### config.mk
export PLATFORM = sky130hd
export DESIGN_NAME = pairwise_distance_reference_filter
export DESIGN_NICKNAME = d
export VERILOG_FILES = /design/src/rtl/pdrf_pkg.sv /design/src/rtl/pdrf_ctrl.sv /design/src/rtl/pdrf_dp.sv /design/src/rtl/pairwise_distance_reference_filter.sv
export SDC_FILE = /design/constraint.sdc
export NUM_CORES = 2
export LEC_CHECK = 0
export CAP_MARGIN = 20
export CORE_UTILIZATION = 25
export CTS_CLUSTER_DIAMETER = 60
export DETAILED_ROUTE_END_ITERATION = 6
export DONT_BUFFER_PORTS = 1
export HOLD_SLACK_MARGIN = 0.15
export PLACE_DENSITY = 0.43
export SYNTH_ARGS = -nofsm -noshare
export SYNTH_HDL_FRONTEND = slang
export SYNTH_SLANG_ARGS = --single-unit
### constraint.sdc
create_clock -name clock -period 7.8 [get_ports clock]
set_input_delay 0.78 -clock clock [delete_from_list [all_inputs] [get_ports clock]]
set_output_delay 0.78 -clock clock [all_outputs]
set_load 0.02 [all_outputs]
### src/rtl/pdrf_pkg.sv
package pdrf_pkg;

   localparam int MAX_REFS  = 8;
   localparam int MAX_LEN   = 65536;
   localparam int NUM_PAIRS = (MAX_REFS * (MAX_REFS - 1)) / 2;
   localparam int LANE_W    = $clog2(MAX_REFS);
   localparam int PAIR_W    = $clog2(NUM_PAIRS);
   localparam int LEN_W     = $clog2(MAX_LEN) + 1;
   localparam int CHAR_W    = 8;
   localparam int NREF_W    = 4;
   localparam int HP_W      = 7;
   localparam int LPM_W     = 10;
   localparam int MINK_W    = 4;
   localparam int CSR_W     = 10;
   localparam int CSR_ADDR_W = 2;
   localparam int HI_PROD_W = HP_W + LEN_W;
   localparam int LO_PROD_W = LPM_W + LEN_W;

   localparam logic [CSR_ADDR_W-1:0] CSR_NUM_REFS      = 2'd0;
   localparam logic [CSR_ADDR_W-1:0] CSR_HIGH_PERCENT  = 2'd1;
   localparam logic [CSR_ADDR_W-1:0] CSR_LOW_PER_MILLE = 2'd2;
   localparam logic [CSR_ADDR_W-1:0] CSR_MIN_KEPT      = 2'd3;

   localparam logic [NREF_W-1:0] NUM_REFS_RESET      = 4'd8;
   localparam logic [HP_W-1:0]   HIGH_PERCENT_RESET  = 7'd20;
   localparam logic [LPM_W-1:0]  LOW_PER_MILLE_RESET = 10'd5;
   localparam logic [MINK_W-1:0] MIN_KEPT_RESET      = 4'd3;

   localparam logic [LANE_W-1:0] PAIR_HI [0:NUM_PAIRS-1] = '{
      3'd1,
      3'd2, 3'd2,
      3'd3, 3'd3, 3'd3,
      3'd4, 3'd4, 3'd4, 3'd4,
      3'd5, 3'd5, 3'd5, 3'd5, 3'd5,
      3'd6, 3'd6, 3'd6, 3'd6, 3'd6, 3'd6,
      3'd7, 3'd7, 3'd7, 3'd7, 3'd7, 3'd7, 3'd7
   };

   localparam logic [LANE_W-1:0] PAIR_LO [0:NUM_PAIRS-1] = '{
      3'd0,
      3'd0, 3'd1,
      3'd0, 3'd1, 3'd2,
      3'd0, 3'd1, 3'd2, 3'd3,
      3'd0, 3'd1, 3'd2, 3'd3, 3'd4,
      3'd0, 3'd1, 3'd2, 3'd3, 3'd4, 3'd5,
      3'd0, 3'd1, 3'd2, 3'd3, 3'd4, 3'd5, 3'd6
   };

   typedef struct packed {
      logic [CHAR_W-1:0] char_0;
      logic [CHAR_W-1:0] char_1;
      logic [CHAR_W-1:0] char_2;
      logic [CHAR_W-1:0] char_3;
      logic [CHAR_W-1:0] char_4;
      logic [CHAR_W-1:0] char_5;
      logic [CHAR_W-1:0] char_6;
      logic [CHAR_W-1:0] char_7;
      logic              last_column;
   } req_type;

   typedef struct packed {
      logic [MAX_REFS-1:0] keep_mask;
      logic [NREF_W-1:0]   kept_count;
      logic                too_few;
      logic [LEN_W-1:0]    column_total;
   } rsp_type;

   typedef struct packed {
      logic count;
      logic prep;
      logic eval;
      logic finish;
   } cmd_type;

   typedef struct packed {
      logic eval_last;
      logic out_free;
   } status_type;

endpackage

### src/rtl/pdrf_ctrl.sv
module pdrf_ctrl (
   input  logic                 clock,
   input  logic                 reset,
   input  logic                 req_valid,
   input  logic                 req_last,
   output logic                 req_ready,
   input  pdrf_pkg::status_type status,
   output pdrf_pkg::cmd_type    cmd
);

   typedef enum logic [3:0] {
      ST_COUNT  = 4'b0001,
      ST_PREP   = 4'b0010,
      ST_EVAL   = 4'b0100,
      ST_FINISH = 4'b1000
   } state_type;

   state_type state_ff;
   state_type state_in;

   always_comb begin
      state_in   = state_ff;
      cmd        = '0;
      req_ready  = 1'b0;
      case (state_ff)
         ST_COUNT: begin
            req_ready = 1'b1;
            cmd.count = req_valid;
            if (req_valid && req_last) begin
               state_in = ST_PREP;
            end
         end
         ST_PREP: begin
            cmd.prep = 1'b1;
            state_in = ST_EVAL;
         end
         ST_EVAL: begin
            cmd.eval = 1'b1;
            if (status.eval_last) begin
               state_in = ST_FINISH;
            end
         end
         ST_FINISH: begin
            if (status.out_free) begin
               cmd.finish = 1'b1;
               state_in   = ST_COUNT;
            end
         end
         default: begin
            state_in = ST_COUNT;
         end
      endcase
   end

   always_ff @(posedge clock) begin
      if (reset) begin
         state_ff <= ST_COUNT;
      end else begin
         state_ff <= state_in;
      end
   end

endmodule

### src/rtl/pdrf_dp.sv
module pdrf_dp (
   input  logic                              clock,
   input  logic                              reset,
   input  pdrf_pkg::cmd_type                 cmd,
   output pdrf_pkg::status_type              status,
   input  pdrf_pkg::req_type                 req_data,
   output logic                              rsp_valid,
   input  logic                              rsp_ready,
   output pdrf_pkg::rsp_type                 rsp_data,
   input  logic                              csr_we,
   input  logic [pdrf_pkg::CSR_ADDR_W-1:0]   csr_addr,
   input  logic [pdrf_pkg::CSR_W-1:0]        csr_wdata
);

   logic [pdrf_pkg::NREF_W-1:0] num_refs_ff;
   logic [pdrf_pkg::HP_W-1:0]   high_percent_ff;
   logic [pdrf_pkg::LPM_W-1:0]  low_per_mille_ff;
   logic [pdrf_pkg::MINK_W-1:0] min_kept_ff;

   logic [pdrf_pkg::CHAR_W-1:0] lane [pdrf_pkg::MAX_REFS];

   logic [pdrf_pkg::LEN_W-1:0] pair_cnt_ff [pdrf_pkg::NUM_PAIRS];
   logic [pdrf_pkg::LEN_W-1:0] pair_cnt_in [pdrf_pkg::NUM_PAIRS];
   logic [pdrf_pkg::LEN_W-1:0] cols_ff;
   logic [pdrf_pkg::LEN_W-1:0] cols_in;

   logic [pdrf_pkg::PAIR_W-1:0]    pair_idx_ff;
   logic [pdrf_pkg::PAIR_W-1:0]    pair_idx_in;
   logic [pdrf_pkg::MAX_REFS-1:0]  removed_ff;
   logic [pdrf_pkg::MAX_REFS-1:0]  removed_in;
   logic [pdrf_pkg::HI_PROD_W-1:0] hi_prod_ff;
   logic [pdrf_pkg::HI_PROD_W-1:0] hi_prod_in;
   logic [pdrf_pkg::LO_PROD_W-1:0] lo_prod_ff;
   logic [pdrf_pkg::LO_PROD_W-1:0] lo_prod_in;

   logic                  rsp_valid_ff;
   logic                  rsp_valid_in;
   pdrf_pkg::rsp_type     rsp_data_ff;
   pdrf_pkg::rsp_type     rsp_data_in;

   logic [pdrf_pkg::NREF_W-1:0]    num_eff;
   logic [pdrf_pkg::LEN_W-1:0]     pair_dist;
   logic [pdrf_pkg::LANE_W-1:0]    cur_hi;
   logic [pdrf_pkg::LANE_W-1:0]    cur_lo;
   logic [pdrf_pkg::HI_PROD_W-1:0] dist_x100;
   logic [pdrf_pkg::LO_PROD_W-1:0] dist_x1000;
   logic                           pair_fail;
   logic [pdrf_pkg::MAX_REFS-1:0]  mask_all;
   logic [pdrf_pkg::MAX_REFS-1:0]  survivors;
   logic [pdrf_pkg::NREF_W-1:0]    kept;

   assign lane[0] = req_data.char_0;
   assign lane[1] = req_data.char_1;
   assign lane[2] = req_data.char_2;
   assign lane[3] = req_data.char_3;
   assign lane[4] = req_data.char_4;
   assign lane[5] = req_data.char_5;
   assign lane[6] = req_data.char_6;
   assign lane[7] = req_data.char_7;

   always_ff @(posedge clock) begin
      if (reset) begin
         num_refs_ff      <= pdrf_pkg::NUM_REFS_RESET;
         high_percent_ff  <= pdrf_pkg::HIGH_PERCENT_RESET;
         low_per_mille_ff <= pdrf_pkg::LOW_PER_MILLE_RESET;
         min_kept_ff      <= pdrf_pkg::MIN_KEPT_RESET;
      end else if (csr_we) begin
         case (csr_addr)
            pdrf_pkg::CSR_NUM_REFS:      num_refs_ff      <= csr_wdata[pdrf_pkg::NREF_W-1:0];
            pdrf_pkg::CSR_HIGH_PERCENT:  high_percent_ff  <= csr_wdata[pdrf_pkg::HP_W-1:0];
            pdrf_pkg::CSR_LOW_PER_MILLE: low_per_mille_ff <= csr_wdata[pdrf_pkg::LPM_W-1:0];
            pdrf_pkg::CSR_MIN_KEPT:      min_kept_ff      <= csr_wdata[pdrf_pkg::MINK_W-1:0];
            default: begin
            end
         endcase
      end
   end

   // count one column, saturate at full length, clear once a result is out
   always_comb begin
      for (int k = 0; k < pdrf_pkg::NUM_PAIRS; k++) begin
         pair_cnt_in[k] = pair_cnt_ff[k];
         if (cmd.finish) begin
            pair_cnt_in[k] = '0;
         end else if (cmd.count
                      && lane[pdrf_pkg::PAIR_HI[k]] != lane[pdrf_pkg::PAIR_LO[k]]
                      && pair_cnt_ff[k] < pdrf_pkg::LEN_W'(pdrf_pkg::MAX_LEN)) begin
            pair_cnt_in[k] = pair_cnt_ff[k] + 1'b1;
         end
      end
      cols_in = cols_ff;
      if (cmd.finish) begin
         cols_in = '0;
      end else if (cmd.count && cols_ff < pdrf_pkg::LEN_W'(pdrf_pkg::MAX_LEN)) begin
         cols_in = cols_ff + 1'b1;
      end
   end

   always_ff @(posedge clock) begin
      if (reset) begin
         for (int k = 0; k < pdrf_pkg::NUM_PAIRS; k++) begin
            pair_cnt_ff[k] <= '0;
         end
         cols_ff <= '0;
      end else begin
         pair_cnt_ff <= pair_cnt_in;
         cols_ff     <= cols_in;
      end
   end

   // d > floor(hp*L/100) holds exactly when hp*L < 100*d
   assign num_eff    = (num_refs_ff > pdrf_pkg::NREF_W'(pdrf_pkg::MAX_REFS))
                       ? pdrf_pkg::NREF_W'(pdrf_pkg::MAX_REFS) : num_refs_ff;
   assign pair_dist  = pair_cnt_ff[pair_idx_ff];
   assign cur_hi     = pdrf_pkg::PAIR_HI[pair_idx_ff];
   assign cur_lo     = pdrf_pkg::PAIR_LO[pair_idx_ff];
   assign dist_x100  = pdrf_pkg::HI_PROD_W'(pair_dist) * pdrf_pkg::HI_PROD_W'(100);
   assign dist_x1000 = pdrf_pkg::LO_PROD_W'(pair_dist) * pdrf_pkg::LO_PROD_W'(1000);
   assign pair_fail  = (pdrf_pkg::NREF_W'(cur_hi) < num_eff)
                       && ((hi_prod_ff < dist_x100) || (dist_x1000 < lo_prod_ff));

   always_comb begin
      pair_idx_in = pair_idx_ff;
      removed_in  = removed_ff;
      hi_prod_in  = hi_prod_ff;
      lo_prod_in  = lo_prod_ff;
      if (cmd.prep) begin
         pair_idx_in = '0;
         removed_in  = '0;
         hi_prod_in  = pdrf_pkg::HI_PROD_W'(high_percent_ff) * pdrf_pkg::HI_PROD_W'(cols_ff);
         lo_prod_in  = pdrf_pkg::LO_PROD_W'(low_per_mille_ff) * pdrf_pkg::LO_PROD_W'(cols_ff);
      end else if (cmd.eval) begin
         pair_idx_in = pair_idx_ff + 1'b1;
         if (pair_fail) begin
            removed_in[cur_hi] = 1'b1;
            removed_in[cur_lo] = 1'b1;
         end
      end
   end

   always_ff @(posedge clock) begin
      if (reset) begin
         pair_idx_ff <= '0;
      end else begin
         pair_idx_ff <= pair_idx_in;
      end
      removed_ff <= removed_in;
      hi_prod_ff <= hi_prod_in;
      lo_prod_ff <= lo_prod_in;
   end

   always_comb begin
      kept = '0;
      for (int i = 0; i < pdrf_pkg::MAX_REFS; i++) begin
         mask_all[i] = (pdrf_pkg::NREF_W'(i) < num_eff);
      end
      survivors = mask_all & ~removed_ff;
      for (int i = 0; i < pdrf_pkg::MAX_REFS; i++) begin
         kept = kept + pdrf_pkg::NREF_W'(survivors[i]);
      end
   end

   always_comb begin
      rsp_valid_in = rsp_valid_ff;
      rsp_data_in  = rsp_data_ff;
      if (rsp_valid_ff && rsp_ready) begin
         rsp_valid_in = 1'b0;
      end
      if (cmd.finish) begin
         rsp_valid_in             = 1'b1;
         rsp_data_in.too_few      = (kept < min_kept_ff);
         rsp_data_in.keep_mask    = (kept < min_kept_ff) ? mask_all : survivors;
         rsp_data_in.kept_count   = kept;
         rsp_data_in.column_total = cols_ff;
      end
   end

   always_ff @(posedge clock) begin
      if (reset) begin
         rsp_valid_ff <= 1'b0;
      end else begin
         rsp_valid_ff <= rsp_valid_in;
      end
      rsp_data_ff <= rsp_data_in;
   end

   assign status.eval_last = (pair_idx_ff == pdrf_pkg::PAIR_W'(pdrf_pkg::NUM_PAIRS - 1));
   assign status.out_free  = !rsp_valid_ff || rsp_ready;
   assign rsp_valid        = rsp_valid_ff;
   assign rsp_data         = rsp_data_ff;

endmodule

### src/rtl/pairwise_distance_reference_filter.sv
// Columns: one item per cycle while req_ready is high; every pair counter updates
// in the same cycle. Last column: req_ready drops while the limit products are
// formed, the 28 pair counters are walked one pair a cycle through a shared
// compare, and the result is loaded. rsp_valid rises with that load, which waits
// only while the previous item still sits unaccepted in the output register.
// Reset (synchronous): registers to defaults, all counters clear, no item pending.
module pairwise_distance_reference_filter (
   input  logic                             clock,
   input  logic                             reset,
   input  logic                             req_valid,
   output logic                             req_ready,
   input  pdrf_pkg::req_type                req_data,
   output logic                             rsp_valid,
   input  logic                             rsp_ready,
   output pdrf_pkg::rsp_type                rsp_data,
   input  logic                             csr_we,
   input  logic [pdrf_pkg::CSR_ADDR_W-1:0]  csr_addr,
   input  logic [pdrf_pkg::CSR_W-1:0]       csr_wdata
);

   pdrf_pkg::cmd_type    cmd;
   pdrf_pkg::status_type status;

   pdrf_ctrl u_ctrl (
      .clock     (clock),
      .reset     (reset),
      .req_valid (req_valid),
      .req_last  (req_data.last_column),
      .req_ready (req_ready),
      .status    (status),
      .cmd       (cmd)
   );

   pdrf_dp u_dp (
      .clock     (clock),
      .reset     (reset),
      .cmd       (cmd),
      .status    (status),
      .req_data  (req_data),
      .rsp_valid (rsp_valid),
      .rsp_ready (rsp_ready),
      .rsp_data  (rsp_data),
      .csr_we    (csr_we),
      .csr_addr  (csr_addr),
      .csr_wdata (csr_wdata)
   );

   a_last_stalls_input: assert property (@(posedge clock) disable iff (reset)
      req_valid && req_ready && req_data.last_column |=> !req_ready)
      else $error("input taken right after a last column");

   a_result_after_eval: assert property (@(posedge clock) disable iff (reset)
      $rose(rsp_valid) |-> $past(!req_ready))
      else $error("result appeared without an evaluation pass");

   a_mask_matches_count: assert property (@(posedge clock) disable iff (reset)
      rsp_valid && !rsp_data.too_few |->
         $countones(rsp_data.keep_mask) == int'(rsp_data.kept_count))
      else $error("keep mask disagrees with kept count");

   a_count_range: assert property (@(posedge clock) disable iff (reset)
      rsp_valid |-> rsp_data.kept_count <= 4'd8)
      else $error("kept count out of range");

endmodule
==> results.json <==
{
  "status": "complete, no violations",
  "detail-route-antenna-nets": 0,
  "floorplan.die.height_um": 432,
  "timing.reg2reg.setup_slack_ns": 0.34,
  "slew_headroom_pct": 5.57,
  "syn_avg_cell_area_um2": 9.01,
  "post-route-min-period_ns": 7.46,
  "grt_start_max_net_pins": 222,
  "die_w_um": 432,
  "p_per_area_mw_per_mm2": 158,
  "route.vias.total": 35855,
  "worst_setup_path_endpoint": "u_dp.removed_ff[1]",
  "hold_path.class": "in -> reg",
  "cpMostUsedCell": "fa_1",
  "r2r.worst_path.cells": 26,
  "critPathRequiredTime_ns": 8.39,
  "mostFrequentLayoutCells": "536 x nor2_1, 532 x dfxtp_1, 489 x xor2_1",
  "cts_max_path_buffers": 3,
  "timing_worst_setup_path_type": "reg -> reg",
  "synthFlopType": "dfxtp_1",
  "synthesis.nets": 5761,
  "crit_path_start": "u_dp.pair_idx_ff[0]",
  "delay_contributed_by_the_slowest_stage_of_the_critical_path_ns": 0.56,
  "end_kind": "flip-flop",
  "crit_cells": 26,
  "filler_cell_count": 19521,
  "worst_r2r_startpoint": "u_dp.pair_idx_ff[0]",
  "final_nets": 5753,
  "whs_ns": 0.215,
  "fmaxAchievable_mhz": 134,
  "tritoncts": "yes",
  "max_cap_violations": 0,
  "setup-violations-final": 0,
  "boundaryPins": 114,
  "synth-async-reset-ratio_pct": 0,
  "cell_type_group_with_the_largest_total_delay_on_the_critical_path": "adder cells",
  "worstMarginPinSlew_ns": 1.42,
  "cts_htree_levels": 3,
  "timing.final.max_slew_violations": 0,
  "area_delta_synth_final_pct": 14.7,
  "worstSkewPairLatency_ns": 0.72,
  "ir_worst_vdd_v": 0.000161,
  "postSynthRegisterBits": 615,
  "postSynthCellCount": 5131,
  "setup.worst_path.start_class": "flip-flop",
  "grt_setup_unrepaired": "no",
  "numCtsBuffers": 85,
  "dp_worst_setup_slack_ns": -0.328,
  "floorplan.rows": 157,
  "grt_antenna_before_repair": 3,
  "skew_ns": 0.0700,
  "totalPowerFinal_uw": 8370,
  "cts-root-buf": "clkbuf_16",
  "floorplan.die_area_mm2": 0.187,
  "worst-path-buf-inv": 5,
  "area.sequential_mm2": 0.0131,
  "clkSlewWorstSetupHoldPaths_ns": 0.06,
  "routed_wl_um": 150000,
  "cpMaxStageDelayCell": "mux4_2",
  "finalCritPeriodShare_pct": 95.7,
  "worst_ep_arrival_time_ns": 8.05,
  "overflow": 0,
  "route.detailed.vias_per_inst": 4.69,
  "setup_slack_ns": 0.338,
  "drt_pass1_iterations": 5,
  "lkg_pwr_uw": 0.0217,
  "post-dp-hpwl_um": 115000,
  "core_area_mm2": 0.183,
  "timing.critical_path.fanout_max": 8,
  "total_track_usage_pct": 16.0,
  "share_of_layout_cells_above_drive_strength_1_pct": 9.83,
  "place.gp.congestion": 0.843,
  "critical_path.reg2reg.endpoint": "u_dp.removed_ff[1]",
  "synthesis.yosys.warnings": 0,
  "hold_viol_final": 0,
  "multi_input_area_mm2": 0.0307,
  "first_global_vias": 35673,
  "synth_edf_count": 79,
  "grt_pass1_wl_um": 228000,
  "buffer_ports.inserted": 0,
  "seq_area_frac_synth_pct": 28.3,
  "synthesis.area_mm2": 0.0462,
  "final_common_cell": "nor2_1",
  "cts_num_sinks": 615,
  "initial_drt_markers": 2450,
  "drc": 0,
  "totalNegativeSetupSlack_ns": 0,
  "start_util_pct": 25.2,
  "yosys.cell_types.count": 81,
  "wire_per_inst_um": 19.6
}
per-stage QoR:
step	utilization (%)	std cells	instance area, um^2
after floorplan	-	5131	46300
after global placement	27.0	7472	49500
after CTS	28.6	7629	52500
after global routing	28.9	7651	53000
final	28.9	7653	53000
after detailed placement	27.0	7473	49500
cell usage after synthesis, types with 6 or more instances:
cell type / instances / area share [%]
nor4_1: 68 / 0.92
xor2_1: 489 / 9.3
nand2_1: 466 / 3.8
nor4_4: 6 / 0.28
o22ai_1: 34 / 0.46
o221ai_1: 35 / 0.66
a21oi_1: 197 / 2.1
clkbuf_1: 195 / 1.6
and2_1: 120 / 1.6
nand2b_1: 31 / 0.42
a21o_1: 26 / 0.42
nor2b_1: 28 / 0.38
a211o_1: 29 / 0.55
ha_1: 284 / 7.7
buf_2: 44 / 0.48
nand3b_1: 8 / 0.13
a211oi_1: 25 / 0.41
xnor2_1: 190 / 3.6
buf_1: 33 / 0.27
o21a_1: 15 / 0.24
and4_1: 34 / 0.64
inv_1: 436 / 3.5
nor3_1: 51 / 0.55
a31oi_1: 33 / 0.45
mux2i_1: 104 / 2.3
nand3_1: 177 / 1.9
or2_2: 10 / 0.14
nand4_1: 77 / 1.0
dfxtp_1: 536 / 23
o21ai_0: 109 / 1.2
a22oi_1: 6 / 0.097
mux4_2: 88 / 4.3
and3_1: 83 / 1.1
a221oi_1: 7 / 0.13
edfxtp_1: 79 / 5.1
o21bai_1: 11 / 0.18
nor2_1: 536 / 4.4
nor3_2: 7 / 0.15
fa_1: 264 / 11
or3_1: 63 / 0.85
or4_1: 11 / 0.18
o211ai_1: 10 / 0.16
state kept, by name, indices dropped and copies added, names as in the netlist, 5 cells and up:
| name | count |
|---|---|
| u_dp.low_per_mille_ff | 10 |
| u_dp.hi_prod_ff | 22 |
| u_dp.pair_idx_ff | 5 |
| u_dp.rsp_data | 30 |
| u_dp.pair_cnt_ff | 476 |
| u_dp.lo_prod_ff | 27 |
| u_dp.cols_ff | 17 |
| u_dp.high_percent_ff | 7 |
| u_dp.removed_ff | 8 |
worst min-delay path by stage:
stage	from	to	slack [ns]	cells after the start
floorplan	u_dp.cols_ff[11]	u_dp.rsp_data[11]	0.41	0
global placement	u_dp.low_per_mille_ff[8]	u_dp.low_per_mille_ff[8]	0.45	2
detailed placement	u_dp.low_per_mille_ff[9]	u_dp.low_per_mille_ff[9]	0.45	2
CTS	csr_wdata[5]	u_dp.low_per_mille_ff[5]	0.15	2
global route	csr_wdata[5]	u_dp.low_per_mille_ff[5]	0.16	2
finish	csr_wdata[7]	u_dp.low_per_mille_ff[7]	0.22	2
routing by layer:
| layer | vias to the layer above | part of all wire, % | GRT usage [%] |
|---|---|---|---|
| met2 | 663 | 47 | 26.2 |
| met5 | - | 0.0047 | 0 |
| met1 | 17747 | 47 | 22.2 |
| li1 | 17312 | - | - |
| met3 | 131 | 4.4 | 2.20 |
| met4 | 2 | 1.6 | 3.17 |
area by class of cell:
| type | instances | area share [%] |
|---|---|---|
| multi-input cells | 3804 | 57.9 |
| flip-flops and latches | 615 | 24.7 |
| well taps | 2464 | 5.81 |
| clock buffers | 111 | 4.50 |
| inverters | 437 | 3.10 |
| repair buffers | 180 | 3.04 |
| clock inverters | 40 | 0.956 |
| diodes | 2 | 0.00944 |
report_power, final:
group | switching, uW | internal [uW] | leakage (uW)
logic | 591 | 350 | 0.0153
registers | 128 | 3310 | 0.00505
clock network | 1630 | 2360 | 0.00141
total | 2350 | 6020 | 0.0217
cells by family (layout without fill, tap and decap cells):
| group | after synthesis | count (layout) | synth area share, % |
|---|---|---|---|
| buffers and inverters | 712 | 768 | 5.94 |
| other | 0 | 2 | 0 |
| AND/OR/NAND/NOR | 1798 | 1798 | 19.0 |
| XOR/XNOR | 679 | 679 | 12.9 |
| multiplexers | 193 | 193 | 6.56 |
| adder cells (fa/ha/maj) | 548 | 548 | 19.1 |
| AO/OA/AOI/OAI | 586 | 586 | 8.19 |
| flip-flops | 615 | 615 | 28.3 |
repair_timing:
item | in CTS | in global routing
setup endpoints to repair | 8 | 8
endpoints found under the hold margin | 24 | 0
resized for setup | 6 | 58
hold buffers | 5 | 0
pin swaps | 0 | 26
setup buffers | 0 | 18
cloned | 0 | 3
(Power assumes the default switching activity.)
